$ cat config.mk
export PLATFORM = sky130hd
export DESIGN_NAME = ifb_ctrl
export DESIGN_NICKNAME = d
export VERILOG_FILES = /design/src/rtl/core/ifb_pkg.sv /design/src/rtl/core/ifb_ctrl.sv
export SDC_FILE = /design/constraint.sdc
export NUM_CORES = 1
export LEC_CHECK = 0
export BUFFER_PORTS_ARGS = -buffer_cell sky130_fd_sc_hd__buf_2
export CORE_MARGIN = 2
export CORE_UTILIZATION = 45
export DETAILED_ROUTE_END_ITERATION = 6
export GPL_TIMING_DRIVEN = 0
export PLACE_DENSITY = 0.71
export SYNTH_ARGS = -nofsm -noshare
export SYNTH_HDL_FRONTEND = slang
export SYNTH_SLANG_ARGS = --single-unit
export TNS_END_PERCENT = 20
$ cat constraint.sdc
create_clock -name i_clk -period 3.2 [get_ports i_clk]
set_input_delay 0.32 -clock i_clk [delete_from_list [all_inputs] [get_ports i_clk]]
set_output_delay 0.32 -clock i_clk [all_outputs]
set_load 0.01 [all_outputs]
$ cat src/rtl/core/ifb_pkg.sv
`default_nettype none

package ifb_pkg;

    // Fixed field widths of the sample and result items, the sequencer and the datapath.
    localparam int unsigned DATA_W    = 32;
    localparam int unsigned IN_W      = 6 * DATA_W;
    localparam int unsigned OUT_W     = 3 * DATA_W;
    localparam int unsigned AXIS_W    = 2;
    localparam int unsigned STEP_W    = 4;
    localparam int unsigned PROD_W    = 63;
    localparam int unsigned ACC_W     = 66;
    localparam int unsigned RND_W     = ACC_W - 16;
    localparam int unsigned GAIN_W    = 17;
    localparam int unsigned OPB_W     = 31;
    localparam int unsigned APB_AW    = 5;

    localparam logic [GAIN_W-1:0] ONE_Q16 = 17'd65536;
    localparam logic [ACC_W-1:0]  HALF_Q16 = 66'd32768;

    // Register reset values.
    localparam logic [2:0]        RST_MODE    = 3'd4;
    localparam logic [15:0]       RST_PERIOD  = 16'd328;
    localparam logic [GAIN_W-1:0] RST_LP_GAIN = 17'd0;
    localparam logic [GAIN_W-1:0] RST_HP_GAIN = 17'd65536;
    localparam logic [GAIN_W-1:0] RST_LEAK    = 17'd65536;
    localparam logic [GAIN_W-1:0] RST_BLEND   = 17'd0;
    localparam logic [OPB_W-1:0]  RST_LEVER   = 31'd65536;

    typedef enum logic [2:0] {
        MODE_LOWPASS  = 3'd0,
        MODE_HIGHPASS = 3'd1,
        MODE_INTEGRAL = 3'd2,
        MODE_LEAKY    = 3'd3,
        MODE_COMPL    = 3'd4
    } t_mode;

    typedef enum logic [2:0] {
        REG_MODE    = 3'd0,
        REG_PERIOD  = 3'd1,
        REG_LP_GAIN = 3'd2,
        REG_HP_GAIN = 3'd3,
        REG_LEAK    = 3'd4,
        REG_BLEND   = 3'd5,
        REG_LEVER   = 3'd6
    } t_reg_idx;

    typedef struct packed {
        logic [2:0]        mode;
        logic [15:0]       period;
        logic [GAIN_W-1:0] lp_gain;
        logic [GAIN_W-1:0] hp_gain;
        logic [GAIN_W-1:0] leak;
        logic [GAIN_W-1:0] blend;
        logic [OPB_W-1:0]  lever;
    } t_cfg;

    typedef enum logic [1:0] {
        ST_IDLE,
        ST_RUN,
        ST_FINISH
    } t_state;

    typedef enum logic [1:0] {
        OP_NOP,
        OP_MUL,
        OP_FIN,
        OP_FIN_P
    } t_op;

    typedef enum logic [3:0] {
        A_ACC,
        A_GYR,
        A_GYR_NEXT,
        A_LP,
        A_HP_IN,
        A_HP_OUT,
        A_PLAIN,
        A_P_LO,
        A_P_HI,
        A_VI
    } t_asel;

    typedef enum logic [3:0] {
        B_T,
        B_G,
        B_G_INV,
        B_H,
        B_K,
        B_W,
        B_W_INV,
        B_LEVER,
        B_ONE
    } t_bsel;

    // One micro-instruction of the shared multiply-accumulate datapath.
    typedef struct packed {
        t_op   op;
        t_asel asel;
        t_bsel bsel;
        logic  clr;
        logic  sub;
        logic  sh24;
        logic  wr_lp;
        logic  wr_hp_in;
        logic  wr_hp_out;
        logic  wr_plain;
        logic  wr_vi;
        logic  wr_res;
        logic  last;
    } t_ucmd;

    typedef struct packed {
        logic              load_in;
        logic              load_out;
        logic [AXIS_W-1:0] axis;
        t_ucmd             cmd;
    } t_dp_ctrl;

    function automatic t_ucmd f_nop();
        t_ucmd c;
        c.op        = OP_NOP;
        c.asel      = A_ACC;
        c.bsel      = B_T;
        c.clr       = 1'b0;
        c.sub       = 1'b0;
        c.sh24      = 1'b0;
        c.wr_lp     = 1'b0;
        c.wr_hp_in  = 1'b0;
        c.wr_hp_out = 1'b0;
        c.wr_plain  = 1'b0;
        c.wr_vi     = 1'b0;
        c.wr_res    = 1'b0;
        c.last      = 1'b0;
        return c;
    endfunction

    function automatic t_ucmd f_mul(t_asel a, t_bsel b, logic clr, logic sub, logic sh24);
        t_ucmd c;
        c      = f_nop();
        c.op   = OP_MUL;
        c.asel = a;
        c.bsel = b;
        c.clr  = clr;
        c.sub  = sub;
        c.sh24 = sh24;
        return c;
    endfunction

    function automatic t_ucmd f_fin(logic lp, logic hp_in, logic hp_out, logic plain,
                                    logic vi, logic last);
        t_ucmd c;
        c           = f_nop();
        c.op        = OP_FIN;
        c.wr_lp     = lp;
        c.wr_hp_in  = hp_in;
        c.wr_hp_out = hp_out;
        c.wr_plain  = plain;
        c.wr_vi     = vi;
        c.wr_res    = last;
        c.last      = last;
        return c;
    endfunction

    function automatic t_ucmd f_fin_p();
        t_ucmd c;
        c    = f_nop();
        c.op = OP_FIN_P;
        return c;
    endfunction

    // Per-axis programme of each filter. A product is accumulated in the cycle
    // after its multiply, so a quiet step precedes each rounding step.
    function automatic t_ucmd f_ucode(logic [2:0] mode, logic [STEP_W-1:0] step);
        t_ucmd c;
        c = f_nop();
        case (mode)
            MODE_LOWPASS: begin
                case (step)
                    4'd0:    c = f_mul(A_LP, B_G_INV, 1'b1, 1'b0, 1'b0);
                    4'd1:    c = f_mul(A_GYR, B_G, 1'b0, 1'b0, 1'b0);
                    4'd3:    c = f_fin(1'b1, 1'b0, 1'b0, 1'b0, 1'b0, 1'b1);
                    default: c = f_nop();
                endcase
            end
            MODE_HIGHPASS: begin
                case (step)
                    4'd0:    c = f_mul(A_HP_OUT, B_H, 1'b1, 1'b0, 1'b0);
                    4'd1:    c = f_mul(A_ACC, B_H, 1'b0, 1'b0, 1'b0);
                    4'd2:    c = f_mul(A_HP_IN, B_H, 1'b0, 1'b1, 1'b0);
                    4'd4:    c = f_fin(1'b0, 1'b1, 1'b1, 1'b0, 1'b0, 1'b1);
                    default: c = f_nop();
                endcase
            end
            MODE_INTEGRAL: begin
                case (step)
                    4'd0:    c = f_mul(A_ACC, B_T, 1'b1, 1'b0, 1'b0);
                    4'd1:    c = f_mul(A_PLAIN, B_ONE, 1'b0, 1'b0, 1'b0);
                    4'd3:    c = f_fin(1'b0, 1'b0, 1'b0, 1'b1, 1'b0, 1'b1);
                    default: c = f_nop();
                endcase
            end
            MODE_LEAKY: begin
                case (step)
                    4'd0:    c = f_mul(A_HP_OUT, B_K, 1'b1, 1'b0, 1'b0);
                    4'd1:    c = f_mul(A_ACC, B_T, 1'b0, 1'b0, 1'b0);
                    4'd3:    c = f_fin(1'b0, 1'b0, 1'b1, 1'b0, 1'b0, 1'b1);
                    default: c = f_nop();
                endcase
            end
            MODE_COMPL: begin
                case (step)
                    4'd0:    c = f_mul(A_HP_OUT, B_K, 1'b1, 1'b0, 1'b0);
                    4'd1:    c = f_mul(A_ACC, B_T, 1'b0, 1'b0, 1'b0);
                    4'd3:    c = f_fin(1'b0, 1'b0, 1'b1, 1'b0, 1'b1, 1'b0);
                    4'd4:    c = f_mul(A_GYR_NEXT, B_LEVER, 1'b1, 1'b0, 1'b0);
                    4'd6:    c = f_fin_p();
                    4'd7:    c = f_mul(A_P_LO, B_W, 1'b1, 1'b0, 1'b0);
                    4'd8:    c = f_mul(A_P_HI, B_W, 1'b0, 1'b0, 1'b1);
                    4'd9:    c = f_mul(A_VI, B_W_INV, 1'b0, 1'b0, 1'b0);
                    4'd11:   c = f_fin(1'b0, 1'b0, 1'b0, 1'b0, 1'b0, 1'b1);
                    default: c = f_nop();
                endcase
            end
            default: c = f_nop();
        endcase
        return c;
    endfunction

endpackage

`default_nettype wire

$ cat src/rtl/core/ifb_ctrl.sv
`default_nettype none

module ifb_ctrl #(
    parameter int unsigned AXES = 3
) (
    input  wire logic       i_clk,
    input  wire logic       i_rst_n,
    input  wire logic [2:0] i_mode,
    input  wire logic       i_in_valid,
    output logic            o_in_ready,
    output logic            o_out_valid,
    input  wire logic       i_out_ready,
    output ifb_pkg::t_dp_ctrl o_ctrl
);
    import ifb_pkg::*;

    t_state              r_state, n_state;
    logic [STEP_W-1:0]   r_step, n_step;
    logic [AXIS_W-1:0]   r_axis, n_axis;
    logic                r_out_valid, n_out_valid;
    t_ucmd               cmd;
    logic                mode_ok;
    logic                out_free;

    assign cmd      = f_ucode(i_mode, r_step);
    assign mode_ok  = i_mode inside {[MODE_LOWPASS:MODE_COMPL]};
    assign out_free = !r_out_valid || i_out_ready;

    always_ff @(posedge i_clk) begin
        if (!i_rst_n) begin
            r_state     <= ST_IDLE;
            r_step      <= '0;
            r_axis      <= '0;
            r_out_valid <= 1'b0;
        end else begin
            r_state     <= n_state;
            r_step      <= n_step;
            r_axis      <= n_axis;
            r_out_valid <= n_out_valid;
        end
    end

    // Next state and sequencing counters.
    always_comb begin
        n_state = r_state;
        n_step  = r_step;
        n_axis  = r_axis;
        case (r_state)
            ST_IDLE: begin
                n_step = '0;
                n_axis = '0;
                if (i_in_valid) begin
                    n_state = mode_ok ? ST_RUN : ST_FINISH;
                end
            end
            ST_RUN: begin
                if (cmd.last) begin
                    n_step = '0;
                    if (r_axis == AXIS_W'(AXES - 1)) begin
                        n_state = ST_FINISH;
                    end else begin
                        n_axis = r_axis + 1'b1;
                    end
                end else begin
                    n_step = r_step + 1'b1;
                end
            end
            ST_FINISH: begin
                if (out_free) begin
                    n_state = ST_IDLE;
                end
            end
            default: n_state = ST_IDLE;
        endcase
    end

    // Commands to the datapath and handshake outputs.
    always_comb begin
        o_in_ready      = (r_state == ST_IDLE);
        o_out_valid     = r_out_valid;
        o_ctrl.load_in  = (r_state == ST_IDLE) && i_in_valid;
        o_ctrl.load_out = (r_state == ST_FINISH) && out_free;
        o_ctrl.axis     = r_axis;
        o_ctrl.cmd      = (r_state == ST_RUN) ? cmd : f_nop();
        if (o_ctrl.load_out) begin
            n_out_valid = 1'b1;
        end else if (r_out_valid && i_out_ready) begin
            n_out_valid = 1'b0;
        end else begin
            n_out_valid = r_out_valid;
        end
    end

endmodule

`default_nettype wire

* Word-level counts from Yosys, hierarchy flattened
Memory sizes are Yosys's and may differ from the RTL's. A register that Yosys moved wholly into a read port is not among the register bits.
Index checks and enable logic that the tools add are counted.
W data, S select, Z words.
** Storage, ports and cells
- Memories :: 1
- Input port bits :: 7
- Register bits after elaboration :: 9
- ROM bits :: 240
** Memory list
- (name not given) :: words 16, bits a word 15, read ports 1, clocked after memory_dff 1, write ports 0, RTL line ifb_pkg.sv:212 : case (step)
** Operators by class
- Reductions and logical operators :: 13
- Mux-type cells :: 21
- Equality and inequality tests :: 16
- Add/subtract/negate cells :: 2
- $lt $le $gt $ge :: 2
** Operators with widths (number)
- $pmux W20 S3 :: 3
- $pmux W20 S5 :: 1
- $pmux W20 S4 :: 1
- $mux W20 :: 1
- $mux W2 :: 7
- $mux W4 :: 3
- $ne A2 B2 Y1 const B :: 5
- $eq A4 B2 Y1 const B :: 2
- $pmux W4 S2 :: 1
- $eq A3 B2 Y1 const B :: 2
- $pmux W2 S3 :: 1
- $add A4 B1 Y4 const B :: 1
- $eq A2 B2 Y1 const B :: 2
- $eq A4 B1 Y1 const B :: 1
- $eq A4 B3 Y1 const B :: 1
- $logic_and A1 B1 Y1 :: 4
- $logic_not A4 Y1 :: 1
- $pmux W2 S2 :: 1
- $reduce_and A4 Y1 :: 1
- $reduce_bool A2 Y1 :: 2
- $eq A3 B1 Y1 const B :: 1
- $eq A3 B3 Y1 const B :: 1
- $ge A3 B1 Y1 const B :: 1
- $le A3 B3 Y1 const B :: 1
- 8 further kinds :: 9

* Longest topological paths before layout
- Depth after elaboration :: 7
- Depth in mapped cells :: 13

* Worst setup path before layout
No wires, ideal clock.
- Path type :: flip-flop to flip-flop
- Start point :: register r_step[0]
- End point :: register (tool-made name)
- Path slack :: 0.490 ns
- Arrival time :: 2.587 ns
- Library setup time :: 0.123 ns
- Path buffers :: 0
- Required time :: 3.077 ns
- Stages on the path, launching flop included :: 14
- Path through :: dfxtp_1 > inv_1 > ha_1 > nor4bb_4 > mux2_4 > o21ai_1 > a32oi_1 > nor2b_1 > inv_1 > ha_1 > inv_1 > nor2_1 > a21oi_1 > o22ai_1
** RTL lines
- from (decl) :: RTL line ifb_ctrl.sv:18 : logic [STEP_W-1:0] r_step, n_step;
- from (signal assigned) :: RTL line ifb_ctrl.sv:37 : r_step <= n_step;

==> impl_metrics.py <==
metrics = {
    "clock_tree": {
        "clock-root-buffer": "clkbuf_4",
        "post_cts_buffers": 0,
        "cts_hold_buf": 0,
        "clk_pin_slew_worst_paths_ns": 0.13,
        "cts_tree": "done",
        "h-tree-depth": 1,
        "cts.sinks": 22,
        "cts_resized": 1,
        "worstSkewPairLatency_ns": 0.31,
        "cts_buffers": 3,
        "cts_max_path_buffers": 2,
    },
    "routing": {
        "routedWlPerCell_um": 13.5,
        "viasPerCell": 5.42,
        "drc": 0,
        "ant_nets": 0,
        "initialDrtViolationCount": 99,
        "first_pass_iters": 4,
        "finalWirelength_um": 3580,
        "via_count": 1435,
    },
    "synth": {
        "synth_top_family_by_area": "simple AND/OR/NAND/NOR gates",
        "synth_edf_count": 0,
        "synth_async_sr_flop_share_pct": 0,
        "synth_commonest_cells": "22 x dfxtp_1, 21 x nor2_1, 15 x nand2_1",
        "synth_seq_area_share_pct": 29.9,
        "synth_ff_type": "dfxtp_1",
        "yosys_warnings": 0,
        "yosysTopAreaCell": "dfxtp_1",
        "syn_avg_cell_area_um2": 7.93,
        "synth_most_common_cell": "dfxtp_1",
        "synth_area_leaders": "dfxtp_1 30%, ha_1 7.6%, nor2_1 5.3%, nor2b_1 4.2%, a21oi_1 4.1%",
        "synth-compound-area-share_pct": 21.4,
        "yosys.cell_types.count": 45,
        "synth-xor-area-share_pct": 1.19,
        "synth-seq-cells": 22,
        "synthCells": 186,
        "synth_top_cell_area_share_pct": 29.9,
        "synthSimpleGateAreaFrac_pct": 32.1,
        "synth_area_um2": 1480,
        "synth_nets": 202,
        "synthMuxAreaShare_pct": 1.02,
        "synth_fa_ha_area_share_pct": 7.63,
    },
    "global_routing": {
        "top_usage_layer": "met1",
        "grt_use_met2_pct": 31.3,
        "grt_overflow": 0,
        "grt_pass1_wl_um": 5810,
        "grt_max_degree": 14,
        "antenna_found_initial": 0,
        "grt_pass1_vias": 1198,
        "grt_use_met1_pct": 31.4,
        "grt_util_all_layers_pct": 20.7,
        "met3_usage_pct": 1.89,
    },
    "pwr": {
        "netSwitchingFraction_pct": 25.7,
        "seqPwrFrac_pct": 47.9,
        "internal-power_uw": 443,
        "ir_worst_vdd_mv": 0.148,
        "finalPower_uw": 596,
        "power.leakage_nw": 0.738,
        "power_density_nw_per_um2": 340,
        "power_frac_comb_pct": 16.1,
        "p_sw_uw": 153,
        "pwr-share-clk_pct": 36.0,
    },
    "timing": {
        "finalSetupViolCount": 0,
        "relSlewSlack_pct": 20.9,
        "fin_crit_sh_pct": 93.0,
        "finalCriticalPeriod_ns": 2.98,
        "fin_skew_ns": 0.00462,
        "fmax_ghz": 0.336,
        "rsz0062_at_grt": "no",
        "drv_slew": 0,
        "worst_slew_pin_slew_ns": 1.18,
        "finalHoldViolCount": 0,
    },
    "finish": {
        "drive_above_1_share_pct": 22.6,
        "fillers": 310,
        "num-nets-final": 238,
        "seqCellArea_um2": 440,
        "multiInputGateArea_um2": 947,
        "instances_no_fill": 265,
        "area_growth_pct": 18.7,
        "diodes": 0,
    },
    "place": {
        "hpwlAfterDp_um": 2670,
        "numPortBuffers": 31,
        "placed_cells": 261,
        "place_congestion": 0.880,
    },
    "critical_path": {
        "endpoint_kind": "register",
        "crit_path_start": "r_step[0]",
        "start_kind": "register",
        "cp_max_fo": 8,
        "worstPathRequired_ns": 3.41,
        "crit_path_top_delay_cell": "dfxtp_1",
        "reg2reg_from": "r_step[0]",
        "worstPathCellList": "inv_1 -> ha_1 -> nor4bb_4 -> mux2_4 -> o21ai_4 -> a32oi_1 -> nor2b_2 -> inv_1 -> ha_1 -> inv_1 -> nor2_1 -> a21oi_1 -> o22ai_1",
        "crit_type": "register to register",
        "cpMostUsedCell": "inv_1",
        "cpPeakStageDelay_ns": 0.50,
        "critical_path_arrival_ns": 3.18,
    },
    "flow_run": {
        "drv_cap": 0,
    },
    "floorplanning": {
        "die_width_um": 61.3,
        "design.die.area_um2": 3750,
        "num_rows": 20,
        "start_util_pct": 47.9,
        "ios": 33,
        "core-area_um2": 3080,
        "fp.dieH_um": 61.3,
    },
    "worst_hold_path": {
        "worstHoldStart": "i_out_ready",
        "hold_class": "primary input to register",
    },
    "outcome": {
        "status": "complete, no violations",
    },
}
==> final timing paths <==
path	to	slack (ns)	cells after the start
min reg2reg	r_axis[0]	0.53	2
min	o_out_valid	0.30	3
max	register	0.22	13
max reg2reg	register	0.22	13
==> layout by cell type, fill, tap and decap left out, drive strengths merged, types with 2 or more instances in the layout <==
| cell | n |
|---|---|
| or3 | 4 |
| nand3 | 3 |
| nor2b | 10 |
| dfxtp | 22 |
| and3 | 5 |
| o211ai | 3 |
| nor3 | 3 |
| nand2 | 15 |
| nor2 | 21 |
| and2 | 3 |
| nor3b | 3 |
| nand4 | 2 |
| a31oi | 2 |
| a21boi | 2 |
| o41ai | 2 |
| clkbuf | 10 |
| o21ai | 12 |
| a21oi | 12 |
| o22ai | 4 |
| a32oi | 2 |
| nand2b | 5 |
| nor4b | 3 |
| ha | 9 |
| inv | 9 |
| a22oi | 3 |
| buf | 37 |
==> routing by layer <==
metal,part of all wire [%],routed length (um)
met1,48,1730
met3,7.2,257
met4,1.0,36
met5,0,0
met2,43,1560
==> through the flow <==
| step | TNS (ns) | setup WS [ns] | instance area (um2) | util [%] | hold WS [ns] |
|---|---|---|---|---|---|
| CTS | 0 | 0.105 | 1740 | 56.6 | 0.310 |
| floorplan | 0 | 0.490 | 1480 | - | 0.500 |
| detailed placement | -0.0886 | -0.0519 | 1690 | 54.8 | 0.510 |
| global placement | -0.0275 | -0.0194 | 1690 | 54.8 | 0.507 |
| global route | 0 | 0.0368 | 1750 | 56.9 | 0.320 |
| finish | 0 | 0.222 | 1750 | 56.9 | 0.303 |
==> logic make-up (layout without fill, tap and decap cells) <==
group / count (synthesis) / after routing
AND/OR/NAND/NOR: 82 / 82
AO/OA/AOI/OAI: 48 / 48
flip-flops: 22 / 22
buffers and inverters: 22 / 57
adder cells (fa/ha/maj): 9 / 9
XOR/XNOR: 2 / 2
multiplexers: 1 / 1
==> power by group through the flow <==
stage / logic [mW] / clock network (mW) / registers, mW
4_1_cts: 0.0949 / 0.216 / 0.285
6_report: 0.0959 / 0.215 / 0.285
3_5_place_dp: 0.0941 / 0 / 0.291
3_3_place_gp: 0.0933 / 0 / 0.291
5_1_grt: 0.108 / 0.229 / 0.286
2_1_floorplan: 0.0654 / 0 / 0.291
==> cell type report <==
cell class	instances	share of cell area (%)
Tap cell	44	3.14
Timing Repair Buffer	31	8.86
Multi-Input combinational cell	142	54.1
Buffer	13	3.86
Sequential cell	22	25.1
Inverter	9	1.93
Clock inverter	1	1.71
Clock buffer	3	1.29
==> critical path, delay by kind of cell, from the launching register on <==
| kind | cells | cell delay (ns) |
|---|---|---|
| adders and majority gates | 2 | 0.49 |
| and+or+nand+nor | 3 | 0.53 |
| muxes | 1 | 0.32 |
| buffers and inverters | 3 | 0.34 |
| DFF | 1 | 0.50 |
| AOI/OAI and AO/OA | 4 | 0.68 |
Note: power is estimated with default switching activity, not from simulation.
