**src/rtl/core/ifb_pkg.sv**
```systemverilog
`default_nettype none

package ifb_pkg;

    // Fixed field widths of the sample and result items, the sequencer and the datapath.
    localparam int unsigned DATA_W    = 32;
    localparam int unsigned IN_W      = 6 * DATA_W;
    localparam int unsigned OUT_W     = 3 * DATA_W;
    localparam int unsigned AXIS_W    = 2;
    localparam int unsigned STEP_W    = 4;
    localparam int unsigned PROD_W    = 63;
    localparam int unsigned ACC_W     = 66;
    localparam int unsigned RND_W     = ACC_W - 16;
    localparam int unsigned GAIN_W    = 17;
    localparam int unsigned OPB_W     = 31;
    localparam int unsigned APB_AW    = 5;

    localparam logic [GAIN_W-1:0] ONE_Q16 = 17'd65536;
    localparam logic [ACC_W-1:0]  HALF_Q16 = 66'd32768;

    // Register reset values.
    localparam logic [2:0]        RST_MODE    = 3'd4;
    localparam logic [15:0]       RST_PERIOD  = 16'd328;
    localparam logic [GAIN_W-1:0] RST_LP_GAIN = 17'd0;
    localparam logic [GAIN_W-1:0] RST_HP_GAIN = 17'd65536;
    localparam logic [GAIN_W-1:0] RST_LEAK    = 17'd65536;
    localparam logic [GAIN_W-1:0] RST_BLEND   = 17'd0;
    localparam logic [OPB_W-1:0]  RST_LEVER   = 31'd65536;

    typedef enum logic [2:0] {
        MODE_LOWPASS  = 3'd0,
        MODE_HIGHPASS = 3'd1,
        MODE_INTEGRAL = 3'd2,
        MODE_LEAKY    = 3'd3,
        MODE_COMPL    = 3'd4
    } t_mode;

    typedef enum logic [2:0] {
        REG_MODE    = 3'd0,
        REG_PERIOD  = 3'd1,
        REG_LP_GAIN = 3'd2,
        REG_HP_GAIN = 3'd3,
        REG_LEAK    = 3'd4,
        REG_BLEND   = 3'd5,
        REG_LEVER   = 3'd6
    } t_reg_idx;

    typedef struct packed {
        logic [2:0]        mode;
        logic [15:0]       period;
        logic [GAIN_W-1:0] lp_gain;
        logic [GAIN_W-1:0] hp_gain;
        logic [GAIN_W-1:0] leak;
        logic [GAIN_W-1:0] blend;
        logic [OPB_W-1:0]  lever;
    } t_cfg;

    typedef enum logic [1:0] {
        ST_IDLE,
        ST_RUN,
        ST_FINISH
    } t_state;

    typedef enum logic [1:0] {
        OP_NOP,
        OP_MUL,
        OP_FIN,
        OP_FIN_P
    } t_op;

    typedef enum logic [3:0] {
        A_ACC,
        A_GYR,
        A_GYR_NEXT,
        A_LP,
        A_HP_IN,
        A_HP_OUT,
        A_PLAIN,
        A_P_LO,
        A_P_HI,
        A_VI
    } t_asel;

    typedef enum logic [3:0] {
        B_T,
        B_G,
        B_G_INV,
        B_H,
        B_K,
        B_W,
        B_W_INV,
        B_LEVER,
        B_ONE
    } t_bsel;

    // One micro-instruction of the shared multiply-accumulate datapath.
    typedef struct packed {
        t_op   op;
        t_asel asel;
        t_bsel bsel;
        logic  clr;
        logic  sub;
        logic  sh24;
        logic  wr_lp;
        logic  wr_hp_in;
        logic  wr_hp_out;
        logic  wr_plain;
        logic  wr_vi;
        logic  wr_res;
        logic  last;
    } t_ucmd;

    typedef struct packed {
        logic              load_in;
        logic              load_out;
        logic [AXIS_W-1:0] axis;
        t_ucmd             cmd;
    } t_dp_ctrl;

    function automatic t_ucmd f_nop();
        t_ucmd c;
        c.op        = OP_NOP;
        c.asel      = A_ACC;
        c.bsel      = B_T;
        c.clr       = 1'b0;
        c.sub       = 1'b0;
        c.sh24      = 1'b0;
        c.wr_lp     = 1'b0;
        c.wr_hp_in  = 1'b0;
        c.wr_hp_out = 1'b0;
        c.wr_plain  = 1'b0;
        c.wr_vi     = 1'b0;
        c.wr_res    = 1'b0;
        c.last      = 1'b0;
        return c;
    endfunction

    function automatic t_ucmd f_mul(t_asel a, t_bsel b, logic clr, logic sub, logic sh24);
        t_ucmd c;
        c      = f_nop();
        c.op   = OP_MUL;
        c.asel = a;
        c.bsel = b;
        c.clr  = clr;
        c.sub  = sub;
        c.sh24 = sh24;
        return c;
    endfunction

    function automatic t_ucmd f_fin(logic lp, logic hp_in, logic hp_out, logic plain,
                                    logic vi, logic last);
        t_ucmd c;
        c           = f_nop();
        c.op        = OP_FIN;
        c.wr_lp     = lp;
        c.wr_hp_in  = hp_in;
        c.wr_hp_out = hp_out;
        c.wr_plain  = plain;
        c.wr_vi     = vi;
        c.wr_res    = last;
        c.last      = last;
        return c;
    endfunction

    function automatic t_ucmd f_fin_p();
        t_ucmd c;
        c    = f_nop();
        c.op = OP_FIN_P;
        return c;
    endfunction

    // Per-axis programme of each filter. A product is accumulated in the cycle
    // after its multiply, so a quiet step precedes each rounding step.
    function automatic t_ucmd f_ucode(logic [2:0] mode, logic [STEP_W-1:0] step);
        t_ucmd c;
        c = f_nop();
        case (mode)
            MODE_LOWPASS: begin
                case (step)
                    4'd0:    c = f_mul(A_LP, B_G_INV, 1'b1, 1'b0, 1'b0);
                    4'd1:    c = f_mul(A_GYR, B_G, 1'b0, 1'b0, 1'b0);
                    4'd3:    c = f_fin(1'b1, 1'b0, 1'b0, 1'b0, 1'b0, 1'b1);
                    default: c = f_nop();
                endcase
            end
            MODE_HIGHPASS: begin
                case (step)
                    4'd0:    c = f_mul(A_HP_OUT, B_H, 1'b1, 1'b0, 1'b0);
                    4'd1:    c = f_mul(A_ACC, B_H, 1'b0, 1'b0, 1'b0);
                    4'd2:    c = f_mul(A_HP_IN, B_H, 1'b0, 1'b1, 1'b0);
                    4'd4:    c = f_fin(1'b0, 1'b1, 1'b1, 1'b0, 1'b0, 1'b1);
                    default: c = f_nop();
                endcase
            end
            MODE_INTEGRAL: begin
                case (step)
                    4'd0:    c = f_mul(A_ACC, B_T, 1'b1, 1'b0, 1'b0);
                    4'd1:    c = f_mul(A_PLAIN, B_ONE, 1'b0, 1'b0, 1'b0);
                    4'd3:    c = f_fin(1'b0, 1'b0, 1'b0, 1'b1, 1'b0, 1'b1);
                    default: c = f_nop();
                endcase
            end
            MODE_LEAKY: begin
                case (step)
                    4'd0:    c = f_mul(A_HP_OUT, B_K, 1'b1, 1'b0, 1'b0);
                    4'd1:    c = f_mul(A_ACC, B_T, 1'b0, 1'b0, 1'b0);
                    4'd3:    c = f_fin(1'b0, 1'b0, 1'b1, 1'b0, 1'b0, 1'b1);
                    default: c = f_nop();
                endcase
            end
            MODE_COMPL: begin
                case (step)
                    4'd0:    c = f_mul(A_HP_OUT, B_K, 1'b1, 1'b0, 1'b0);
                    4'd1:    c = f_mul(A_ACC, B_T, 1'b0, 1'b0, 1'b0);
                    4'd3:    c = f_fin(1'b0, 1'b0, 1'b1, 1'b0, 1'b1, 1'b0);
                    4'd4:    c = f_mul(A_GYR_NEXT, B_LEVER, 1'b1, 1'b0, 1'b0);
                    4'd6:    c = f_fin_p();
                    4'd7:    c = f_mul(A_P_LO, B_W, 1'b1, 1'b0, 1'b0);
                    4'd8:    c = f_mul(A_P_HI, B_W, 1'b0, 1'b0, 1'b1);
                    4'd9:    c = f_mul(A_VI, B_W_INV, 1'b0, 1'b0, 1'b0);
                    4'd11:   c = f_fin(1'b0, 1'b0, 1'b0, 1'b0, 1'b0, 1'b1);
                    default: c = f_nop();
                endcase
            end
            default: c = f_nop();
        endcase
        return c;
    endfunction

endpackage

`default_nettype wire

```
**src/rtl/core/ifb_cfg_regs.sv**
```systemverilog
`default_nettype none

module ifb_cfg_regs (
    input  wire logic                       i_clk,
    input  wire logic                       i_rst_n,
    input  wire logic                       psel,
    input  wire logic                       penable,
    input  wire logic                       pwrite,
    input  wire logic [ifb_pkg::APB_AW-1:0] paddr,
    input  wire logic [31:0]                pwdata,
    output logic      [31:0]                prdata,
    output logic                            pready,
    output ifb_pkg::t_cfg                   o_cfg
);
    import ifb_pkg::*;

    t_cfg       r_cfg;
    logic       wr_en;
    logic [2:0] idx;

    assign pready = 1'b1;
    assign wr_en  = psel && penable && pwrite;
    assign idx    = paddr[APB_AW-1:2];
    assign o_cfg  = r_cfg;

    always_ff @(posedge i_clk) begin
        if (!i_rst_n) begin
            r_cfg.mode    <= RST_MODE;
            r_cfg.period  <= RST_PERIOD;
            r_cfg.lp_gain <= RST_LP_GAIN;
            r_cfg.hp_gain <= RST_HP_GAIN;
            r_cfg.leak    <= RST_LEAK;
            r_cfg.blend   <= RST_BLEND;
            r_cfg.lever   <= RST_LEVER;
        end else if (wr_en) begin
            case (idx)
                REG_MODE:    r_cfg.mode    <= pwdata[2:0];
                REG_PERIOD:  r_cfg.period  <= pwdata[15:0];
                REG_LP_GAIN: r_cfg.lp_gain <= pwdata[GAIN_W-1:0];
                REG_HP_GAIN: r_cfg.hp_gain <= pwdata[GAIN_W-1:0];
                REG_LEAK:    r_cfg.leak    <= pwdata[GAIN_W-1:0];
                REG_BLEND:   r_cfg.blend   <= pwdata[GAIN_W-1:0];
                REG_LEVER:   r_cfg.lever   <= pwdata[OPB_W-1:0];
                default: ;
            endcase
        end
    end

    always_comb begin
        case (idx)
            REG_MODE:    prdata = {29'd0, r_cfg.mode};
            REG_PERIOD:  prdata = {16'd0, r_cfg.period};
            REG_LP_GAIN: prdata = {15'd0, r_cfg.lp_gain};
            REG_HP_GAIN: prdata = {15'd0, r_cfg.hp_gain};
            REG_LEAK:    prdata = {15'd0, r_cfg.leak};
            REG_BLEND:   prdata = {15'd0, r_cfg.blend};
            REG_LEVER:   prdata = {1'b0, r_cfg.lever};
            default:     prdata = 32'd0;
        endcase
    end

endmodule

`default_nettype wire

```
**config.mk**
```make
export PLATFORM = sky130hd
export DESIGN_NAME = ifb_cfg_regs
export DESIGN_NICKNAME = d
export VERILOG_FILES = /design/src/rtl/core/ifb_pkg.sv /design/src/rtl/core/ifb_cfg_regs.sv
export SDC_FILE = /design/constraint.sdc
export NUM_CORES = 1
export LEC_CHECK = 0
export CORE_MARGIN = 2
export CORE_UTILIZATION = 55
export CTS_BUF_LIST = sky130_fd_sc_hd__clkbuf_4 sky130_fd_sc_hd__clkbuf_8 sky130_fd_sc_hd__clkbuf_16
export CTS_CLUSTER_SIZE = 28
export DETAILED_ROUTE_END_ITERATION = 10
export DONT_BUFFER_PORTS = 1
export PLACE_DENSITY = 0.79
export SYNTH_ARGS = -nofsm -noshare
export SYNTH_HDL_FRONTEND = slang
export SYNTH_SLANG_ARGS = --single-unit
```
**constraint.sdc**
```tcl
create_clock -name i_clk -period 1.6 [get_ports i_clk]
set_input_delay 0.32 -clock i_clk [delete_from_list [all_inputs] [get_ports i_clk]]
set_output_delay 0.32 -clock i_clk [all_outputs]
set_load 0.005 [all_outputs]
```
### Word level (Yosys, flattened, before mapping)

Cells that the tools add are included.

* reduce and logical (&&, ||, !) cells: 10
* eq/ne operators: 6
* multiplexer cells: 1

Operators with widths (count)
* one-hot mux 31 bit (7 select lines): 1
* AND reduction 2 bit: 7
* equality test 3 bit (second input constant): 3
* equality test 3 x 2 -> 1 bit (second input constant): 2
* equality test 3 x 1 -> 1 bit (second input constant): 1
* logical NOT 3 bit: 1
* logical AND 1 bit: 2

* output and inout port bits: 151
* logic and storage cells: 24
* input port bits: 42
* flip-flop bits (word level): 118

### Logic depth before layout (Yosys ltp)

Gate-level depths: netlist (run 1).

* depth in word-level cells: 3
* mapped depth: 6
* mapped depth without buffers: 3

### Least setup slack after synthesis (run 1)

No wires, ideal clock.

* path kind: input to output
* from: in paddr[3] (netlist name)
* to: out prdata[3]
* slack: -0.036 ns
* required time: 1.280 ns
* stages on the path: 5
* arrival: 1.316 ns
* path buffers: 2
* cell sequence: buf_2 buf_2 nor2b_1 a22oi_1 o221ai_1

* cells in the longest elaborated chain, start to end: 2
* elaborated cells on any way between the ends: 8
* classes of those cells: eq/ne (6); mux (1); reduce/logical (1)

RTL lines
* from (decl): RTL line ifb_cfg_regs.sv:9 `input wire logic [ifb_pkg::APB_AW-1:0] paddr,`
* equality test 3 bit (tied with other cells): RTL line ifb_cfg_regs.sv:50 `case (idx)`
* one-hot mux 31 bit (7 select lines) (*): RTL line ifb_cfg_regs.sv:50
* to (decl): RTL line ifb_cfg_regs.sv:11 `output logic [31:0] prdata,`

Mark *: on every way between the ends. The rest lies on a longest branch, timed or not.

### Worst setup path in the final report (run 1)

* from: reg r_cfg (netlist bit o_cfg[117])
* to: out prdata[2]

* cells in the longest elaborated chain, start to end: 1

RTL lines
* from (decl): RTL line ifb_cfg_regs.sv:17 `t_cfg r_cfg;`
* one-hot mux 31 bit (7 select lines): RTL line ifb_cfg_regs.sv:50

No other way between the ends.

==> results of run 1 <==
## cells by family after synthesis
group,count (synthesis),share of synthesized area
compound gates,56,0.0799
buf+inv,51,0.0507
other cells,2,0.00140
simple gates,191,0.158
mux,140,0.269
flops,118,0.441
## layout make-up
type,count,share of cell area
Clock buffer,22,0.0650
Clock inverter,9,0.0107
Inverter,7,0.00363
Multi-Input combinational cell,389,0.414
Sequential cell,118,0.333
Tap cell,133,0.0230
Timing Repair Buffer,109,0.151
## power breakdown
part	total (mW)	leakage, nW	internal [mW]	switching, mW
Sequential	2.99	0.967	2.96	0.0261
Clock	3.54	0.269	2.19	1.34
Combinational	0.410	1.29	0.187	0.223
## metrics by stage
stage / total power [mW] / std cells
after global placement: 3.30 / 673
after CTS: 6.89 / 787
after detailed placement: 3.31 / 673
final: 6.93 / 787
after floorplan: 3.31 / 558
after global routing: 7.10 / 787
## cells in the final DEF, fill, tap and decap left out, types with 8 or more instances in the layout
cell type      count
buf_4             22
o221ai_2           8
nand2_1          145
dfxtp_1           83
dlygate4sd3_1     82
and2_1            14
clkbuf_16         16
mux2i_1          119
a22oi_1           14
mux2_4            14
dfxtp_2           35
nor2b_1            8
## worst max-delay path by stage
stage                     slack [ps]          to  depth (start not counted)        from
final                           -210   prdata[2]                          3  o_cfg[117]
after global routing            -260  prdata[11]                          3   o_cfg[59]
after CTS                       -200   prdata[1]                          3    o_cfg[1]
after detailed placement         110   prdata[6]                          3    paddr[3]
after global placement           120   prdata[6]                          3    paddr[3]
after floorplan                    3   prdata[0]                          6    paddr[3]
## repair_timing
item                                   in CTS  in global routing
endpoints found under the hold margin     116                  0
setup buffers                               0                  0
hold buffers                               83                  0
setup endpoints to repair                  17                 17
resized for setup                          73                 20
pin swaps                                  16                 11
## metal layers
metal,track usage,part of all wire,up-vias
met4,0.172,0.042,0
met5,0,0,-
met2,0.541,0.49,278
met1,0.375,0.37,2348
met3,0.117,0.10,64
li1,-,-,2115
==> metrics, run 1 <==
die area approximately 0.011 sq mm; Area contributors post-synth dfxtp_1, mux2i_1, nand2_1; critical path arrival approximately 1500 ps; CTS max path bufs 2; core area between 0.009 and 0.01 sq mm; CP Launch Type flip-flop; number of vias per cell between 6 and 7; Reg2Reg Setup Slack around 310 ps; DR WL/cell approximately 22 um; fillers between 500 and 600; Syn Nets 600; DRT iter0 DRCs about 250; pre-CTS WS ~110 ps; post-layout util 0.754; Multi-input gate area around 0.0030 sq mm; TNS Setup -1640 ps; status complete, but fails checks; failing checks setup timing; Final Instance Area roughly 0.0072 sq mm; port bufs 0; area share of the largest cell type after synthesis 0.441; largest net degree at the start of global routing 86; RSZ-0062 raised after global routing yes; Hold Crit Class input pin to flip-flop; WP data required around 1300 ps; final setup margin -213 ps; Setup violations, final 14; area grow syn2layout 35.1%; depth of the CTS H-tree 4; remaining antenna violation count after routing 0; Synth Register Bits 118; Ys Warns 0; final hold slack ~31 ps; Tot GR Track Use 0.329; total wire length 17.7 mm; sequential area share after synthesis 0.441; maximum fanout along the worst path 3; Worst slew margin 0.659; diode count 0; Boundary Pins approximately 190; FF-to-FF End o_cfg[101]; Detailed Place HPWL slightly below 10 mm; Hold Path Depth 2; number of global-route vias before repair between 4000 and 5000; Starting Density 0.558; number of synthesized flops with an enable pin 0; most frequent cell after synthesis nand2_1; Yosys cell types 33; die width ~100 um; Setup CP Type flip-flop to output port; Clk pin slew, worst setup/hold paths around 60 ps; hold_sp i_rst_n; DP Area approximately 0.0055 sq mm; r2r startpoint o_cfg[101]; max-slew violations 0; Max Freq 552 MHz; Tmin final roughly 1800 ps; Layout Nets around 700; CTS root buf clkbuf_8; Post-Syn Area per Cell roughly 9.6 sq um; vias slightly below 5000; cell family with most CP delay flip-flops; register area approximately 0.0024 sq mm; Final Cycle Share 1.13; CP Cell Sequence mux2_4, a221oi_2, o21ai_1; grt total ovfl 0; CTS tree yes; DRC errors left 0; Netlist Area Pre-Place 0.00536 sq mm; Hold Path Sink o_cfg[64]; Gate Count Post-Synth ~560; commonest cells in the netlist nand2_1, mux2i_1, dfxtp_1, clkbuf_1, mux2_2; gp weighted congestion just over 0.8; actual slew at the worst max-slew pin around 510 ps; max_cap viols 0; clock sinks around 120; first-pass iteration count of the detailed router 4; max incr delay on CP ~350 ps; PD cells ~960 mW/mm^2; num rows 36; Buf/Inv on CP 0; clk_lat worst skew 530 ps; crit end category output port; Die H 103 um; maximum VDD drop ~0.64 mV; R2R depth 3; share of layout cells above drive strength 1 0.240; CP max-delay cell dfxtp_2; dominant cell type by area after synthesis dfxtp_1; Main synth FF type dfxtp_1; CTS Buf Count 17; initial antenna violation count 0; flip-flop count of the largest register, all copies and words added 118; leakage 2.52 nW; final hold violation count 0; Post-synth ARST share 0; first-pass GRT wire length about 26 mm; Final Skew 0 ps
Power figures use the tool's default switching activity.
==> run 2: changes to the inputs <==
CORE_ASPECT_RATIO = 1.5   (was default)
==> metrics, run 2 (synthesized netlist as in run 1, its figures left out) <==
area grow syn2layout 18.9%; share of layout cells above drive strength 1 0.222; CTS root buf clkbuf_16; CTS max path bufs 2; actual slew at the worst max-slew pin a little over 500 ps; Multi-input gate area about 0.0029 sq mm; CTS tree yes; CP max-delay cell dfxtp_4; status complete, but fails checks; final hold slack around 38 ps; CTS Buf Count 17; clk_lat worst skew ~400 ps; vias between 4000 and 5000; number of global-route vias before repair roughly 4500; port bufs 0; depth of the CTS H-tree 4; first-pass iteration count of the detailed router 5; RSZ-0062 raised after global routing yes; Worst slew margin 0.652; grt total ovfl 0; final hold violation count 0; most common cell after layout, fill and taps aside nand2_1; register area approximately 0.0024 sq mm; DR WL/cell 22.3 um; die area 0.0106 sq mm; Setup CP Type flip-flop to output port; die width 84.6 um; max_cap viols 0; Layout Nets 601; Tot GR Track Use 0.287; remaining antenna violation count after routing 0; met1 wire length approximately 5.6 mm; DR WL met3 between 1 and 1.5 mm; switching share of power 0.200; fillers 757; final setup margin -90.0 ps; largest net degree at the start of global routing 149; max incr delay on CP approximately 360 ps; Final Cycle Share 1.06; maximum fanout along the worst path 3; total wire length approximately 15 mm; Final Skew 0 ps; gp weighted congestion ~0.86; maximum VDD drop 1.19 mV; Setup violations, final 9; num rows 44; Buf/Inv on CP 0; critical path arrival ~1400 ps; uppermost routed layer met4; NetSw between 1 and 1.5 mW; met2 routed WL 8.07 mm; crit end category output port; WP data required around 1300 ps; Starting Density 0.559; max-slew violations 0; Tmin final about 1700 ps; DRT iter0 DRCs ~220; Max Freq 592 MHz; core area roughly 0.0096 sq mm; CP Cell Sequence mux2_4, a221oi_2, a21oi_2; most frequent cells in the layout nand2_1, mux2i_1, dfxtp_1; PD cells roughly 1200 mW/mm^2; internal power 5.92 mW; DRC errors left 0; Die H 125 um; clock sinks approximately 120; diode count 0; CP Launch Type flip-flop; Clk pin slew, worst setup/hold paths 50 ps; first-pass GRT wire length approximately 24 mm; Hold Crit Class input pin to flip-flop; Detailed Place HPWL roughly 10 mm; Comb power frac 0.039; Clock Power Share 0.557; number of vias per cell approximately 6.3; Boundary Pins between 150 and 200; initial antenna violation count 0; TNS Setup -609 ps; flip-flop count of the largest register, all copies and words added 118; leakage approximately 2.3 nW; sequential share of power 0.404; cell family with most CP delay flip-flops; failing checks setup timing
-- run 2: metrics by stage --
step | instances | total power [mW] | util | setup WS [ps] | area [sq um]
after global routing | 687 | 7.59 | 0.665 | -128 | 6370
final | 687 | 7.40 | 0.665 | -90.0 | 6370
after floorplan | 558 | 3.31 | - | 2.83 | 5360
after detailed placement | 655 | 3.31 | 0.576 | 80.9 | 5520
after CTS | 687 | 7.44 | 0.657 | -94.7 | 6290
after global placement | 655 | 3.30 | 0.576 | 132 | 5520
-- run 2: final timing paths --
check / startpoint / cells after the start / end / slack [ps]
max reg2reg: o_cfg[117] / 2 / o_cfg[117] / 800
min reg2reg: o_cfg[115] / 2 / o_cfg[115] / 480
max: o_cfg[52] / 3 / prdata[4] / -90
min: pwdata[2] / 1 / o_cfg[117] / 40
-- run 2: area by class of cell --
cell class,count,share of cell area
multi-input cells,389,0.455
flip-flops and latches,118,0.375
clock buffers,24,0.0800
repair buffers,26,0.0405
well taps,115,0.0226
clock inverters,8,0.0224
inverters,7,0.00413
-- run 2: what timing repair did --
item / in CTS / in global routing
buffers inserted: 0 / 0
pin swaps: 4 / 8
gates resized for setup: 40 / 16
hold buffers: 0 / 0
endpoints found under the setup margin: 10 / 12
-- run 2: power by group through the flow --
stage	clock [mW]	combinational (mW)	sequential [mW]
3_5_place_dp	0	0.265	3.05
3_3_place_gp	0	0.255	3.05
4_1_cts	4.17	0.281	2.99
6_report	4.12	0.289	2.99
5_1_grt	4.30	0.310	2.99
2_1_floorplan	0	0.265	3.04
-- run 2: metal layers --
metal | vias to the layer above | global-route usage
met1 | 2113 | 0.306
met5 | - | 0
met4 | 0 | 0.121
li1 | 1941 | -
met3 | 36 | 0.105
met2 | 215 | 0.503
